**config.mk**
```make
export PLATFORM = sky130hd
export DESIGN_NAME = wheel_odometry_integrator_top
export DESIGN_NICKNAME = d
export VERILOG_FILES = /design/src/rtl/woi_pkg.sv /design/src/rtl/woi_mul.sv /design/src/rtl/woi_div.sv /design/src/rtl/wheel_odometry_integrator_top.sv
export SDC_FILE = /design/constraint.sdc
export NUM_CORES = 2
export LEC_CHECK = 0
export ABC_CLOCK_PERIOD_IN_PS = 8100
export BUFFER_PORTS_ARGS = -buffer_cell sky130_fd_sc_hd__buf_2
export CELL_PAD_IN_SITES_DETAIL_PLACEMENT = 1
export CELL_PAD_IN_SITES_GLOBAL_PLACEMENT = 1
export CORE_ASPECT_RATIO = 0.75
export CORE_MARGIN = 4
export CORE_UTILIZATION = 51
export CTS_BUF_LIST = sky130_fd_sc_hd__clkbuf_8
export CTS_CLUSTER_DIAMETER = 60
export DETAILED_ROUTE_END_ITERATION = 10
export PLACE_DENSITY_LB_ADDON = 0.1
export SKIP_LAST_GASP = 1
export SLEW_MARGIN = 40
export SYNTH_ARGS = -nofsm -noshare
export SYNTH_HDL_FRONTEND = slang
export SYNTH_HIERARCHICAL = 1
export SYNTH_SLANG_ARGS = --single-unit
export TNS_END_PERCENT = 5
```
**constraint.sdc**
```tcl
create_clock -name clk -period 8.1 [get_ports clk]
set_input_delay 0.405 -clock clk [delete_from_list [all_inputs] [get_ports clk]]
set_output_delay 0.405 -clock clk [all_outputs]
set_load 0.02 [all_outputs]
```
**src/rtl/woi_pkg.sv**
```systemverilog
// ----------------------------------------------------------------------------
// woi_pkg - shared definitions for the wheel odometry integrator
// Operand widths of the serial arithmetic units, register indexes, the CORDIC
// angle table and the saturation helpers.
// ----------------------------------------------------------------------------
package woi_pkg;

	localparam int CORDIC_STEPS = 16;
	localparam int CI_W         = $clog2(CORDIC_STEPS + 1);

	localparam int MUL_A_W = 64;
	localparam int MUL_B_W = 32;
	localparam int MUL_P_W = MUL_A_W + MUL_B_W;
	localparam int DIV_N_W = 64;
	localparam int DIV_D_W = 24;

	localparam logic REG_DIST_PER_COUNT = 1'b0;
	localparam logic REG_TURN_GAIN      = 1'b1;

	localparam logic [31:0] DPC_RESET  = 32'd2319282;
	localparam logic [31:0] GAIN_RESET = 32'd67016204;

	localparam logic signed [33:0] CORDIC_GAIN = 34'sh026DD3B6A;

	function automatic logic [31:0] atan_lut(input logic [4:0] k);
		logic [31:0] v;
		case (k)
			5'd0:  v = 32'h20000000;
			5'd1:  v = 32'h12E4051E;
			5'd2:  v = 32'h09FB385B;
			5'd3:  v = 32'h051111D4;
			5'd4:  v = 32'h028B0D43;
			5'd5:  v = 32'h0145D7E1;
			5'd6:  v = 32'h00A2F61E;
			5'd7:  v = 32'h00517C55;
			5'd8:  v = 32'h0028BE53;
			5'd9:  v = 32'h00145F2F;
			5'd10: v = 32'h000A2F98;
			5'd11: v = 32'h000517CC;
			5'd12: v = 32'h00028BE6;
			5'd13: v = 32'h000145F3;
			5'd14: v = 32'h0000A2FA;
			5'd15: v = 32'h0000517D;
			5'd16: v = 32'h000028BE;
			5'd17: v = 32'h0000145F;
			5'd18: v = 32'h00000A30;
			5'd19: v = 32'h00000518;
			5'd20: v = 32'h0000028C;
			5'd21: v = 32'h00000146;
			5'd22: v = 32'h000000A3;
			5'd23: v = 32'h00000051;
			5'd24: v = 32'h00000029;
			5'd25: v = 32'h00000014;
			5'd26: v = 32'h0000000A;
			5'd27: v = 32'h00000005;
			5'd28: v = 32'h00000003;
			5'd29: v = 32'h00000001;
			5'd30: v = 32'h00000001;
			default: v = 32'h00000000;
		endcase
		return v;
	endfunction

	// Add a 64-bit signed increment to a 32-bit accumulator, clamping the sum.
	function automatic logic [31:0] sat_add(input logic [31:0] a, input logic [63:0] d);
		logic signed [63:0] s;
		s = $signed({{32{a[31]}}, a}) + $signed(d);
		if (s > 64'sh7FFFFFFF)
			return 32'h7FFFFFFF;
		else if (s < -64'sh80000000)
			return 32'h80000000;
		else
			return s[31:0];
	endfunction

	// Apply a sign to an unsigned magnitude and clamp to the signed 32-bit range.
	function automatic logic [31:0] sat_rate(input logic neg, input logic [63:0] q);
		logic [31:0] r;
		if (!neg)
			r = (q > 64'h7FFFFFFF) ? 32'h7FFFFFFF : q[31:0];
		else
			r = (q >= 64'h80000000) ? 32'h80000000 : 32'(-q[31:0]);
		return r;
	endfunction

endpackage

```
**src/rtl/woi_mul.sv**
```systemverilog
// ----------------------------------------------------------------------------
// woi_mul - bit-serial unsigned multiplier
// Shift-and-add over one multiplier bit per cycle; the full product is held
// once done pulses.
// ----------------------------------------------------------------------------
module woi_mul (
	input  logic                          clk,
	input  logic                          arst_n,
	input  logic                          start,
	input  logic [woi_pkg::MUL_A_W-1:0]   a,
	input  logic [woi_pkg::MUL_B_W-1:0]   b,
	output logic                          done,
	output logic [woi_pkg::MUL_P_W-1:0]   p
);

	localparam int CNT_W = $clog2(woi_pkg::MUL_B_W);

	logic [woi_pkg::MUL_A_W-1:0] a_q;
	logic [woi_pkg::MUL_P_W-1:0] p_q;
	logic [CNT_W-1:0]            cnt_q;
	logic                        busy_q;
	logic                        done_q;
	logic [woi_pkg::MUL_A_W:0]   sum;

	always_comb begin
		sum = {1'b0, p_q[woi_pkg::MUL_P_W-1:woi_pkg::MUL_B_W]}
			+ (p_q[0] ? {1'b0, a_q} : '0);
	end

	always_ff @(posedge clk or negedge arst_n) begin
		if (!arst_n) begin
			busy_q <= 1'b0;
			done_q <= 1'b0;
			cnt_q  <= '0;
		end else begin
			done_q <= 1'b0;
			if (start) begin
				busy_q <= 1'b1;
				cnt_q  <= '0;
			end else if (busy_q) begin
				cnt_q <= cnt_q + 1'b1;
				if (cnt_q == CNT_W'(woi_pkg::MUL_B_W - 1)) begin
					busy_q <= 1'b0;
					done_q <= 1'b1;
				end
			end
		end
	end

	always_ff @(posedge clk) begin
		if (start) begin
			a_q <= a;
			p_q <= {{woi_pkg::MUL_A_W{1'b0}}, b};
		end else if (busy_q) begin
			p_q <= {sum, p_q[woi_pkg::MUL_B_W-1:1]};
		end
	end

	assign done = done_q;
	assign p    = p_q;

endmodule

```
**src/rtl/woi_div.sv**
```systemverilog
// ----------------------------------------------------------------------------
// woi_div - bit-serial restoring divider
// One quotient bit per cycle, most significant first.
// ----------------------------------------------------------------------------
module woi_div (
	input  logic                          clk,
	input  logic                          arst_n,
	input  logic                          start,
	input  logic [woi_pkg::DIV_N_W-1:0]   n,
	input  logic [woi_pkg::DIV_D_W-1:0]   d,
	output logic                          done,
	output logic [woi_pkg::DIV_N_W-1:0]   q
);

	localparam int CNT_W = $clog2(woi_pkg::DIV_N_W);

	logic [woi_pkg::DIV_N_W-1:0] quo_q;
	logic [woi_pkg::DIV_D_W-1:0] rem_q;
	logic [woi_pkg::DIV_D_W-1:0] d_q;
	logic [CNT_W-1:0]            cnt_q;
	logic                        busy_q;
	logic                        done_q;
	logic [woi_pkg::DIV_D_W:0]   sh;
	logic [woi_pkg::DIV_D_W:0]   diff;
	logic                        ge;

	always_comb begin
		sh   = {rem_q, quo_q[woi_pkg::DIV_N_W-1]};
		ge   = sh >= {1'b0, d_q};
		diff = sh - {1'b0, d_q};
	end

	always_ff @(posedge clk or negedge arst_n) begin
		if (!arst_n) begin
			busy_q <= 1'b0;
			done_q <= 1'b0;
			cnt_q  <= '0;
		end else begin
			done_q <= 1'b0;
			if (start) begin
				busy_q <= 1'b1;
				cnt_q  <= '0;
			end else if (busy_q) begin
				cnt_q <= cnt_q + 1'b1;
				if (cnt_q == CNT_W'(woi_pkg::DIV_N_W - 1)) begin
					busy_q <= 1'b0;
					done_q <= 1'b1;
				end
			end
		end
	end

	always_ff @(posedge clk) begin
		if (start) begin
			quo_q <= n;
			rem_q <= '0;
			d_q   <= d;
		end else if (busy_q) begin
			rem_q <= ge ? diff[woi_pkg::DIV_D_W-1:0] : sh[woi_pkg::DIV_D_W-1:0];
			quo_q <= {quo_q[woi_pkg::DIV_N_W-2:0], ge};
		end
	end

	assign done = done_q;
	assign q    = quo_q;

endmodule

```
**src/rtl/wheel_odometry_integrator_top.sv**
```systemverilog
// ----------------------------------------------------------------------------
// wheel_odometry_integrator_top - differential-drive pose integrator
// Turns pairs of wheel encoder counts into a saturating pose, a wrapping
// heading, forward speed and turn rate, using serial arithmetic throughout.
// ----------------------------------------------------------------------------
//
//  Channel  Direction  Payload (lowest bits first)
//  -------  ---------  -------------------------------------------------------
//  s_*      in         left_count 16, right_count 16, elapsed_us 24
//  m_*      out        pos_x 32, pos_y 32, heading 32, speed 32, turn_rate 32
//  cfg_*    in         index 0 distance_per_count, index 1 turn_gain (32 bits)
//
// Each reading takes at most eight passes of the bit-serial multiplier and two
// of the divider, with the CORDIC rotation running alongside the first
// multiplication. With zero elapsed time the divisions are skipped. Reset
// clears the pose and restores the register defaults. A new reading is taken
// once the previous one has been worked out, even while its result still
// waits on a stalled output transfer.
module wheel_odometry_integrator_top (
	input  logic         clk,
	input  logic         arst_n,
	input  logic         s_tvalid,
	output logic         s_tready,
	input  logic [55:0]  s_tdata,   // left_count, right_count, elapsed_us
	output logic         m_tvalid,
	input  logic         m_tready,
	output logic [159:0] m_tdata,   // pos_x, pos_y, heading, speed, turn_rate
	input  logic         cfg_we,
	input  logic         cfg_index,
	input  logic [31:0]  cfg_wdata
);

	localparam logic [2:0] S_IDLE  = 3'd0;
	localparam logic [2:0] S_MGO   = 3'd1;
	localparam logic [2:0] S_MWAIT = 3'd2;
	localparam logic [2:0] S_DGO   = 3'd3;
	localparam logic [2:0] S_DWAIT = 3'd4;
	localparam logic [2:0] S_FIN   = 3'd5;

	localparam logic [2:0] OP_MEAN = 3'd0;
	localparam logic [2:0] OP_DIFF = 3'd1;
	localparam logic [2:0] OP_TURN = 3'd2;
	localparam logic [2:0] OP_X    = 3'd3;
	localparam logic [2:0] OP_Y    = 3'd4;
	localparam logic [2:0] OP_SPD  = 3'd5;
	localparam logic [2:0] OP_RMAG = 3'd6;
	localparam logic [2:0] OP_RMUL = 3'd7;

	localparam logic [63:0] MAG_LIMIT = 64'h0000_0800_0000_0000;
	localparam logic [63:0] MAG_CLAMP = 64'h0000_0100_0000_0000;

	localparam int CI_W_L = woi_pkg::CI_W;

	logic [2:0]  state_q;
	logic [2:0]  op_q;

	logic [31:0] dpc_q;
	logic [31:0] gain_q;
	logic [15:0] last_l_q;
	logic [15:0] last_r_q;
	logic        first_q;
	logic [31:0] x_q;
	logic [31:0] y_q;
	logic [31:0] ang_q;

	logic [17:0] dsum_q;
	logic [17:0] ddif_q;
	logic [23:0] dt_q;
	logic [63:0] mean_q;
	logic [63:0] dist_q;
	logic [63:0] mag_q;
	logic [63:0] num_q;
	logic [31:0] speed_q;
	logic [31:0] rate_q;

	logic         out_valid_q;
	logic [159:0] out_data_q;

	// CORDIC rotation registers
	logic signed [33:0] cx_q;
	logic signed [33:0] cy_q;
	logic signed [32:0] cz_q;
	logic [CI_W_L-1:0]  ci_q;
	logic               crun_q;
	logic [1:0]         cquad_q;

	logic [15:0] in_l;
	logic [15:0] in_r;
	logic [15:0] base_l;
	logic [15:0] base_r;
	logic [16:0] dl;
	logic [16:0] dr;
	logic [31:0] quad_sum;
	logic [31:0] resid;

	logic signed [33:0] cos_v;
	logic signed [33:0] sin_v;
	logic [33:0]        cos_abs;
	logic [33:0]        sin_abs;
	logic [17:0]        dsum_abs;
	logic [17:0]        ddif_abs;
	logic [63:0]        mean_abs;
	logic [63:0]        dist_abs;
	logic [63:0]        step_v;
	logic [63:0]        step_abs;
	logic [4:0]         ck;
	logic [31:0]        catan;

	logic                         mul_start;
	logic [woi_pkg::MUL_A_W-1:0]  mul_a;
	logic [woi_pkg::MUL_B_W-1:0]  mul_b;
	logic                         mul_done;
	logic [woi_pkg::MUL_P_W-1:0]  mul_p;
	logic                         div_start;
	logic                         div_done;
	logic [woi_pkg::DIV_N_W-1:0]  div_q;

	logic [63:0] prod_lo;
	logic [63:0] sum_signed;
	logic [63:0] axis_v;
	logic        axis_neg;

	assign s_tready = (state_q == S_IDLE);
	assign m_tvalid = out_valid_q;
	assign m_tdata  = out_data_q;

	// Differences against the stored counts; the first reading seeds them.
	always_comb begin
		in_l     = s_tdata[15:0];
		in_r     = s_tdata[31:16];
		base_l   = first_q ? in_l : last_l_q;
		base_r   = first_q ? in_r : last_r_q;
		dl       = {in_l[15], in_l} - {base_l[15], base_l};
		dr       = {in_r[15], in_r} - {base_r[15], base_r};
		quad_sum = ang_q + 32'h2000_0000;
		resid    = ang_q - {quad_sum[31:30], 30'd0};
	end

	// Quadrant fold of the rotated vector, and operand magnitudes.
	always_comb begin
		case (cquad_q)
			2'd0: begin
				cos_v = cx_q;
				sin_v = cy_q;
			end
			2'd1: begin
				cos_v = -cy_q;
				sin_v = cx_q;
			end
			2'd2: begin
				cos_v = -cx_q;
				sin_v = -cy_q;
			end
			default: begin
				cos_v = cy_q;
				sin_v = -cx_q;
			end
		endcase
		cos_abs  = cos_v[33] ? 34'(-cos_v) : cos_v;
		sin_abs  = sin_v[33] ? 34'(-sin_v) : sin_v;
		dsum_abs = dsum_q[17] ? 18'(-dsum_q) : dsum_q;
		ddif_abs = ddif_q[17] ? 18'(-ddif_q) : ddif_q;
		mean_abs = mean_q[63] ? 64'(-mean_q) : mean_q;
		dist_abs = dist_q[63] ? 64'(-dist_q) : dist_q;
		step_v   = 64'($signed(mean_q) >>> 16);
		step_abs = step_v[63] ? 64'(-step_v) : step_v;
		ck       = 5'(ci_q);
		catan    = woi_pkg::atan_lut(ck);
	end

	always_comb begin
		case (op_q)
			OP_MEAN: begin
				mul_a = {46'd0, dsum_abs};
				mul_b = dpc_q;
			end
			OP_DIFF: begin
				mul_a = {46'd0, ddif_abs};
				mul_b = dpc_q;
			end
			OP_TURN: begin
				mul_a = dist_q;
				mul_b = gain_q;
			end
			OP_X: begin
				mul_a = step_abs;
				mul_b = cos_abs[31:0];
			end
			OP_Y: begin
				mul_a = step_abs;
				mul_b = sin_abs[31:0];
			end
			OP_SPD: begin
				mul_a = mean_abs;
				mul_b = 32'd15625;
			end
			OP_RMAG: begin
				mul_a = dist_abs;
				mul_b = gain_q;
			end
			default: begin
				mul_a = mag_q;
				mul_b = 32'd1000000;
			end
		endcase
	end

	// Post-processing of a finished product: sign restoration for the mean sum
	// and for each position product, whose arithmetic shift follows in the sequencer.
	always_comb begin
		prod_lo    = mul_p[63:0];
		sum_signed = dsum_q[17] ? 64'(-prod_lo) : prod_lo;
		axis_neg   = step_v[63] ^ ((op_q == OP_X) ? cos_v[33] : sin_v[33]);
		axis_v     = axis_neg ? 64'(-prod_lo) : prod_lo;
	end

	assign mul_start = (state_q == S_MGO);
	assign div_start = (state_q == S_DGO);

	woi_mul u_mul (
		.clk    (clk),
		.arst_n (arst_n),
		.start  (mul_start),
		.a      (mul_a),
		.b      (mul_b),
		.done   (mul_done),
		.p      (mul_p)
	);

	woi_div u_div (
		.clk    (clk),
		.arst_n (arst_n),
		.start  (div_start),
		.n      (num_q),
		.d      (dt_q),
		.done   (div_done),
		.q      (div_q)
	);

	// Configuration registers
	always_ff @(posedge clk or negedge arst_n) begin
		if (!arst_n) begin
			dpc_q  <= woi_pkg::DPC_RESET;
			gain_q <= woi_pkg::GAIN_RESET;
		end else if (cfg_we) begin
			case (cfg_index)
				woi_pkg::REG_DIST_PER_COUNT: dpc_q  <= cfg_wdata;
				woi_pkg::REG_TURN_GAIN:      gain_q <= cfg_wdata;
				default: ;
			endcase
		end
	end

	// CORDIC: one micro-rotation per cycle from the heading held at acceptance.
	always_ff @(posedge clk or negedge arst_n) begin
		if (!arst_n) begin
			crun_q <= 1'b0;
			ci_q   <= '0;
		end else if (state_q == S_IDLE && s_tvalid) begin
			crun_q <= 1'b1;
			ci_q   <= '0;
		end else if (crun_q) begin
			ci_q <= ci_q + 1'b1;
			if (ci_q == CI_W_L'(woi_pkg::CORDIC_STEPS - 1))
				crun_q <= 1'b0;
		end
	end

	always_ff @(posedge clk) begin
		if (state_q == S_IDLE && s_tvalid) begin
			cx_q    <= woi_pkg::CORDIC_GAIN;
			cy_q    <= '0;
			cz_q    <= {resid[31], resid};
			cquad_q <= quad_sum[31:30];
		end else if (crun_q) begin
			if (!cz_q[32]) begin
				cx_q <= cx_q - (cy_q >>> ck);
				cy_q <= cy_q + (cx_q >>> ck);
				cz_q <= cz_q - $signed({1'b0, catan});
			end else begin
				cx_q <= cx_q + (cy_q >>> ck);
				cy_q <= cy_q - (cx_q >>> ck);
				cz_q <= cz_q + $signed({1'b0, catan});
			end
		end
	end

	// Sequencer and pose state
	always_ff @(posedge clk or negedge arst_n) begin
		if (!arst_n) begin
			state_q     <= S_IDLE;
			op_q        <= OP_MEAN;
			last_l_q    <= '0;
			last_r_q    <= '0;
			first_q     <= 1'b1;
			x_q         <= '0;
			y_q         <= '0;
			ang_q       <= '0;
			out_valid_q <= 1'b0;
		end else begin
			// A result that leaves while the next one is finished is replaced
			// by the finishing step below.
			if (out_valid_q && m_tready && state_q != S_FIN)
				out_valid_q <= 1'b0;
			case (state_q)
				S_IDLE: begin
					if (s_tvalid) begin
						last_l_q <= in_l;
						last_r_q <= in_r;
						first_q  <= 1'b0;
						op_q     <= OP_MEAN;
						state_q  <= S_MGO;
					end
				end
				S_MGO: begin
					state_q <= S_MWAIT;
				end
				S_MWAIT: begin
					if (mul_done) begin
						case (op_q)
							OP_MEAN: begin
								op_q    <= OP_DIFF;
								state_q <= S_MGO;
							end
							OP_DIFF: begin
								op_q    <= OP_TURN;
								state_q <= S_MGO;
							end
							OP_TURN: begin
								ang_q   <= ang_q + mul_p[63:32];
								op_q    <= OP_X;
								state_q <= S_MGO;
							end
							OP_X: begin
								x_q     <= woi_pkg::sat_add(x_q, 64'($signed(axis_v) >>> 30));
								op_q    <= OP_Y;
								state_q <= S_MGO;
							end
							OP_Y: begin
								y_q <= woi_pkg::sat_add(y_q, 64'($signed(axis_v) >>> 30));
								if (dt_q == '0) begin
									state_q <= S_FIN;
								end else begin
									op_q    <= OP_SPD;
									state_q <= S_MGO;
								end
							end
							OP_SPD: state_q <= S_DGO;
							OP_RMAG: begin
								if (mul_p[95:32] >= MAG_LIMIT) begin
									state_q <= S_FIN;
								end else begin
									op_q    <= OP_RMUL;
									state_q <= S_MGO;
								end
							end
							default: state_q <= S_DGO;
						endcase
					end
				end
				S_DGO: begin
					state_q <= S_DWAIT;
				end
				S_DWAIT: begin
					if (div_done) begin
						if (op_q == OP_SPD) begin
							op_q    <= OP_RMAG;
							state_q <= S_MGO;
						end else begin
							state_q <= S_FIN;
						end
					end
				end
				S_FIN: begin
					if (!out_valid_q || m_tready) begin
						out_valid_q <= 1'b1;
						state_q     <= S_IDLE;
					end
				end
				default: state_q <= S_IDLE;
			endcase
		end
	end

	// Working registers of one reading
	always_ff @(posedge clk) begin
		case (state_q)
			S_IDLE: begin
				if (s_tvalid) begin
					dsum_q  <= {dl[16], dl} + {dr[16], dr};
					ddif_q  <= {dr[16], dr} - {dl[16], dl};
					dt_q    <= s_tdata[55:32];
					speed_q <= '0;
					rate_q  <= '0;
				end
			end
			S_MWAIT: begin
				if (mul_done) begin
					case (op_q)
						OP_MEAN: mean_q <= 64'($signed(sum_signed) >>> 1);
						OP_DIFF: dist_q <= ddif_q[17] ? 64'(-prod_lo) : prod_lo;
						OP_SPD:  num_q  <= mul_p[73:10];
						OP_RMAG: begin
							mag_q  <= mul_p[95:32];
							rate_q <= woi_pkg::sat_rate(dist_q[63], MAG_CLAMP);
						end
						OP_RMUL: num_q <= prod_lo;
						default: ;
					endcase
				end
			end
			S_DWAIT: begin
				if (div_done) begin
					if (op_q == OP_SPD)
						speed_q <= woi_pkg::sat_rate(mean_q[63], div_q);
					else
						rate_q <= woi_pkg::sat_rate(dist_q[63], div_q);
				end
			end
			S_FIN: begin
				if (!out_valid_q || m_tready)
					out_data_q <= {rate_q, speed_q, ang_q, y_q, x_q};
			end
			default: ;
		endcase
	end

endmodule

```
======== Word level (Yosys, flattened, before mapping) ========
Memories as Yosys holds them, arrays and structs flattened.
Cells that the tools add are included.
storage, ports and cells
  register bits after elaboration ......... 1135
  latch bits .............................. 0
  RAM bits ................................ 0
  ROM bits ................................ 960
  bits of input ports ..................... 94
  output and inout port bits .............. 162
  logic and storage cells ................. 233
  memories kept ........................... 1
memory list
  name              words  width  rd ports  clocked after Yosys merged registers in  write ports  line           text
  (name not given)  32     30     1         0                                        0            woi_pkg.sv:27  case (k)
cells by class
  $add $sub $neg .......................... 31
  multipliers ............................. 0
  divide/modulo/power cells ............... 0
  order comparisons ....................... 8
  equal/unequal tests ..................... 28
  shifts and indexed selects .............. 2
  mux-type cells .......................... 88
  bitwise logic cells ..................... 2
  reduce and logical (&&, ||, !) cells .... 34
operators with widths
  operator                                                      number
  two-way mux 32 bit                                            20
  two-way mux 64 bit                                            9
  one-hot mux 64 bit (6 select lines)                           1
  negator 64 bit                                                4
  one-hot mux 34 bit (3 select lines)                           2
  one-hot mux 32 bit (5 select lines)                           1
  one-hot mux 64 bit (2 select lines)                           1
  two-way mux 33 bit                                            3
  negator 32 bit                                                3
  one-hot mux 32 bit (3 select lines)                           1
  adder 32 x 34 -> 35 bit                                       2
  > comparator 35 x 32 -> 1 bit, second input constant          2
  less-than comparator 35 x 32 -> 1 bit, second input constant  2
  adder 34 bit                                                  2
  two-way mux 34 bit                                            2
  negator 34 bit                                                2
  >>> shifter 34 x 5 -> 34 bit                                  2
  subtractor 34 bit                                             2
  adder 64 x 64 -> 65 bit                                       1
  >= comparator 64 x 32 -> 1 bit, second input constant         1
  >= comparator 64 x 44 -> 1 bit, second input constant         1
  > comparator 64 x 31 -> 1 bit, second input constant          1
  one-hot mux 32 bit (2 select lines)                           1
  two-way mux 3 bit                                             13
  50 further kinds                                              114

======== Longest topological paths before layout ========
  depth after elaboration ................. 9
  depth in mapped cells ................... 32
  mapped depth without buffers ............ 25

======== Cells and area by module ========
The synthesis kept the hierarchy.
by module, submodules not included
  module                         instances  cells each  area an instance (sq um)  seq. area each (sq um)
  wheel_odometry_integrator_top  1          7243        64653.3                   23756.5
  woi_mul                        1          1026        10025.9                   4339.2
  woi_div                        1          517         6217.2                    3323.2

======== Worst setup path after synthesis ========
No wires, ideal clock.
  path kind ............................... reg2reg
  from .................................... register state_q[0]
  to ...................................... register u_mul.p_q (netlist bit u_mul/p[0]) (enable)
  library setup time ...................... 0.387 ns
  data arrival time ....................... 6.898 ns
  data required time ...................... 7.713 ns
  setup slack ............................. 0.815 ns
  stages on the path, launching flop included .. 7
  buffers on the path ..................... 3
  period minus slack after synthesis ...... 7.285 ns
  path through ............................ dfrtp_1 -> clkbuf_1 -> nor3b_1 -> clkbuf_1 -> nor2_1 -> clkbuf_1 -> inv_1
on the way
  cells in the longest elaborated chain, start to end .. 2
ends and longest elaborated chain
  element                       line                                  text
  start, declared               wheel_odometry_integrator_top.sv:54   logic [2:0] state_q;
  start signal, assigned        wheel_odometry_integrator_top.sv:291  state_q <= S_IDLE;
  start signal, assigned        wheel_odometry_integrator_top.sv:312  state_q <= S_MGO;
  start signal, assigned        wheel_odometry_integrator_top.sv:316  state_q <= S_MWAIT;
  equality test 3 x 1 -> 1 bit  wheel_odometry_integrator_top.sv:217  assign mul_start = (state_q == S_MGO);
  net mul_start                 wheel_odometry_integrator_top.sv:109  logic mul_start;
  nonzero test 2 bit (no line)  -
  end signal, assigned          woi_mul.sv:53                         p_q <= {{woi_pkg::MUL_A_W{1'b0}}, b};
  end signal, assigned          woi_mul.sv:55                         p_q <= {sum, p_q[woi_pkg::MUL_B_W-1:1]};
  end, declared                 woi_mul.sv:19                         logic [woi_pkg::MUL_P_W-1:0] p_q;
The timed path passes the listed nets, and every way through them passes these cells.
A chain may end at the register's enable or synchronous reset.

======== Final worst setup path ========
  from .................................... register cx_q[19]
  to ...................................... register x_q[5]
on the way
  cells in the longest elaborated chain, start to end .. 9
  elaborated cells on any way between the ends .. 11
  those cells by class .................... 2 x add/sub; 2 x order compare; 6 x mux; 1 x bitwise
ends and longest elaborated chain
  element                                line                                                                        text
  start, declared                        wheel_odometry_integrator_top.sv:80                                         logic signed [33:0] cx_q;
  start signal, assigned                 wheel_odometry_integrator_top.sv:271                                        cx_q <= woi_pkg::CORDIC_GAIN;
  start signal, assigned                 wheel_odometry_integrator_top.sv:277                                        cx_q <= cx_q - (cy_q >>> ck);
  start signal, assigned                 wheel_odometry_integrator_top.sv:281                                        cx_q <= cx_q + (cy_q >>> ck);
  negator 34 bit (*)                     wheel_odometry_integrator_top.sv:151, wheel_odometry_integrator_top.sv:156
  one-hot mux 34 bit (3 select lines)    wheel_odometry_integrator_top.sv:141                                        case (cquad_q)
  two-way mux 1 bit (*)                  wheel_odometry_integrator_top.sv:213                                        axis_neg = step_v[63] ^ ((op_q == OP_X) ? cos_v[33] : sin_v[33]);
  bitwise XOR 1 bit (*)                  wheel_odometry_integrator_top.sv:213
  two-way mux 64 bit (*)                 wheel_odometry_integrator_top.sv:214                                        axis_v = axis_neg ? 64'(-prod_lo) : prod_lo;
  adder 32 x 34 -> 35 bit (*)            woi_pkg.sv:67                                                               s = $signed({{32{a[31]}}, a}) + $signed(d);
  less-than comparator 35 x 32 -> 1 bit  woi_pkg.sv:70                                                               else if (s < -64'sh80000000)
  two-way mux 32 bit                     woi_pkg.sv:70
  two-way mux 32 bit (*)                 woi_pkg.sv:68                                                               if (s > 64'sh7FFFFFFF)
  end signal, assigned                   wheel_odometry_integrator_top.sv:335                                        x_q <= woi_pkg::sat_add(x_q, 64'($signed(axis_v) >>> 30));
  end, declared                          wheel_odometry_integrator_top.sv:62                                         logic [31:0] x_q;
Every way passes the cells marked *; elsewhere a longest branch is shown, timed or not.

==> flow_metrics.env <==
export IMPL_status="finished, final reports clean"
export IMPL_cts_sinks=1134
export IMPL_worst_ep_required_time_ns=8.91
export IMPL_synthXorXnorAreaFrac_pct=9.25
export IMPL_final_cell_mix="1067 x nand2_1, 757 x edfxtp_1, 735 x nor2_1, 645 x a21oi_1, 578 x xnor2_1"
export IMPL_drt_iter0_markers=9578
export IMPL_fillers=18000
export IMPL_synthArstFlopShare_pct=19.5
export IMPL_synthAdderAreaFrac_pct=6.13
export IMPL_synth_top_family_by_area="compound AO/OA/AOI/OAI gates"
export IMPL_endpoint_kind="register"
export IMPL_pin_count=256
export IMPL_synth_edf_count=757
export IMPL_max_stage_delay_ns=0.63
export IMPL_grt_total_usage_pct=40.6
export IMPL_drtPass1Iterations=6
export IMPL_hp_start="cfg_we"
export IMPL_hold_viol=0
export IMPL_ant_nets=0
export IMPL_worstHoldPathCells=4
export IMPL_final_nets=9523
export IMPL_setup_tns_final_ns=0
export IMPL_ys_seq_area_share_pct=38.8
export IMPL_cap_violations=0
export IMPL_reg2reg_from="cx_q[19]"
export IMPL_grt_first_pass_wirelength_mm=505
export IMPL_synth_cell_area_um2=80900
export IMPL_ys_flop_type="edfxtp_1"
export IMPL_initial_core_util_pct=51.4
export IMPL_cpMostUsedCell="buf_4"
export IMPL_fin_crit_ns=7.67
export IMPL_slowest_stage="or4_1"
export IMPL_final_max_slew_violation_count=0
export IMPL_dieArea_um2=165000
export IMPL_totalWireLength_mm=345
export IMPL_avgRoutedWirePerCell_um=30.5
export IMPL_slew_headroom_pct=32.7
export IMPL_dpl_hpwl_mm=255
export IMPL_viasPerCell=6.66
export IMPL_cts_buffers=190
export IMPL_final_common_cell="nand2_1"
export IMPL_synth_compound_area_share_pct=18.1
export IMPL_drc=0
export IMPL_syn_area_per_cell_um2=9.21
export IMPL_grt_remaining_overflow=0
export IMPL_first_global_vias=74800
export IMPL_ys_seq_elements=1134
export IMPL_grt_max_degree=140
export IMPL_fin_skew_ns=0.0702
export IMPL_muxShareOfSynthArea_pct=7.61
export IMPL_r2r_slack_ns=0.43
export IMPL_period_share_pct=94.7
export IMPL_cts_root_buf="clkbuf_8"
export IMPL_gp_congestion=1.05
export IMPL_core_area_um2=157000
export IMPL_antenna_found_initial=23
export IMPL_synth_fp_nets=9269
export IMPL_io_buffers=255
export IMPL_tightest_slew_ns=0.998
export IMPL_min_path_type="in2reg"
export IMPL_max_freq_mhz=130
export IMPL_dr_total_vias=75400
export IMPL_ys_types=112
export IMPL_r2r_end="x_q[5]"
export IMPL_path_clk_slew_ns=0.07
export IMPL_clock_latency_ns=0.97
export IMPL_worstPathMaxFanout=32
export IMPL_htree_levels=4
export IMPL_worstSetupPathType="reg2reg"
export IMPL_yosys_warnings=6
export IMPL_std_cell_rows=126
export IMPL_syn2layout_area_growth_pct=11.3
export IMPL_setup_viol=0
export IMPL_die_h_um=353
export IMPL_postSynthCellCount=8786
export IMPL_die_x_um=468
export IMPL_worstSetupStartpointType="register"
export IMPL_drive_above_1_share_pct=13.6
export IMPL_rsz0062_at_grt="no"
export IMPL_arrival_ns=8.48
export IMPL_whs_endpoint="dpc_q[16]"
export IMPL_synth_simple_area_share_pct=16.2
export IMPL_cts_tree="built"
export IMPL_cts_buffer_depth=3
export IMPL_r2r_cells=28
synthesized netlist by cell type (138+ instances only):
master | number | area (µm²)
a21o_1 | 158 | 1190
a21oi_1 | 645 | 3230
clkbuf_1 | 441 | 1660
dfrtp_1 | 194 | 4850
dfxtp_1 | 156 | 3120
edfxtp_1 | 757 | 22700
ha_1 | 377 | 4720
inv_1 | 233 | 875
mux2_2 | 207 | 2330
mux2i_1 | 229 | 2290
nand2_1 | 1070 | 4020
nand3_1 | 138 | 691
nor2_1 | 752 | 2820
nor3_1 | 168 | 841
o21ai_0 | 498 | 2490
xnor2_1 | 583 | 5110
xor2_1 | 271 | 2370
cells by family after synthesis:
group / Yosys count
flops: 1134
buf+inv: 798
xor+xnor: 854
compound gates: 2267
mux: 504
fa+ha+maj: 389
simple gates: 2840
worst max path at each step:
| stage | startpoint | end | slack, ns | cells after the start |
|---|---|---|---|---|
| detailed placement | cx_q[19] | x_q[12] | 0.22 | 27 |
| finish | cx_q[19] | x_q[5] | 0.43 | 28 |
| floorplan | state_q[0] | u_mul/p[0] | 0.82 | 6 |
| global placement | cx_q[0] | x_q[4] | 0.51 | 27 |
| CTS | cx_q[19] | x_q[1] | 0.12 | 27 |
| global route | ci_q[0] | cz_q[32] | 0.02 | 24 |
metal layers:
layer | share of wire, % | global-route usage (%) | wire (µm) | vias up
met3 | 13 | 14.8 | 46000 | 653
met2 | 40 | 55.4 | 138000 | 4302
li1 | - | - | - | 32600
met1 | 43 | 58.4 | 147000 | 37800
met4 | 3.9 | 14.9 | 13500 | 22
met5 | 0.066 | 0.321 | 228 | -
area by class of cell:
type	count	area [µm²]	area share, %
clock inverter	151	983	1.09
antenna	7	17.5	0.0195
multi-input combinational	6854	46700	51.9
sequential	1134	31400	34.9
tap	2112	2640	2.94
clock buffer	208	2860	3.18
inverter	243	920	1.02
timing repair buffer	617	4460	4.95
sequential cells by signal, indices dropped and copies added, names as in the netlist, 17 cells and up:
| signal | flops |
|---|---|
| ang_q | 32 |
| cx_q | 34 |
| cy_q | 34 |
| cz_q | 33 |
| ddif_q | 17 |
| dist_q | 64 |
| dpc_q | 32 |
| dsum_q | 18 |
| dt_q | 24 |
| gain_q | 32 |
| m_tdata | 160 |
| mag_q | 64 |
| mean_q | 63 |
| num_q | 64 |
| rate_q | 32 |
| speed_q | 32 |
| u_div/d_q | 24 |
| u_div/q | 64 |
| u_div/rem_q | 24 |
| u_mul/a_q | 64 |
| u_mul/p | 96 |
| x_q | 32 |
| y_q | 32 |
metrics by stage:
| stage | hold slack (ns) | setup WS [ns] | util, % | cell area, µm² | instances |
|---|---|---|---|---|---|
| finish | 0.100 | 0.427 | 57.2 | 90000 | 11300 |
| CTS | 0.0252 | 0.116 | 57.0 | 89800 | 11300 |
| global placement | 0.401 | 0.508 | 53.9 | 84900 | 10900 |
| floorplan | 0.109 | 0.815 | - | 80900 | 8786 |
| global route | 0.0224 | 0.0167 | 57.2 | 90000 | 11300 |
| detailed placement | 0.406 | 0.218 | 54.0 | 85000 | 10900 |
worst max-delay path: cells and delay by family (launching register included):
family	cells	cell delay [ns]
AND/OR/NAND/NOR	6	1.28
flip-flops	1	0.32
adder cells (fa/ha/maj)	1	0.35
buffers and inverters	5	1.14
multiplexers	1	0.23
AO/OA/AOI/OAI	12	3.42
XOR/XNOR	3	0.71
repair_timing:
action	in CTS	in global routing
endpoints found under the setup margin	0	63
hold buffers	93	1
gates resized for setup	0	5
endpoints found under the hold margin	209	23
buffers inserted	0	1
Power is not shown: default switching activity piles up to over one toggle a cycle in this logic, so the estimate is an artifact.
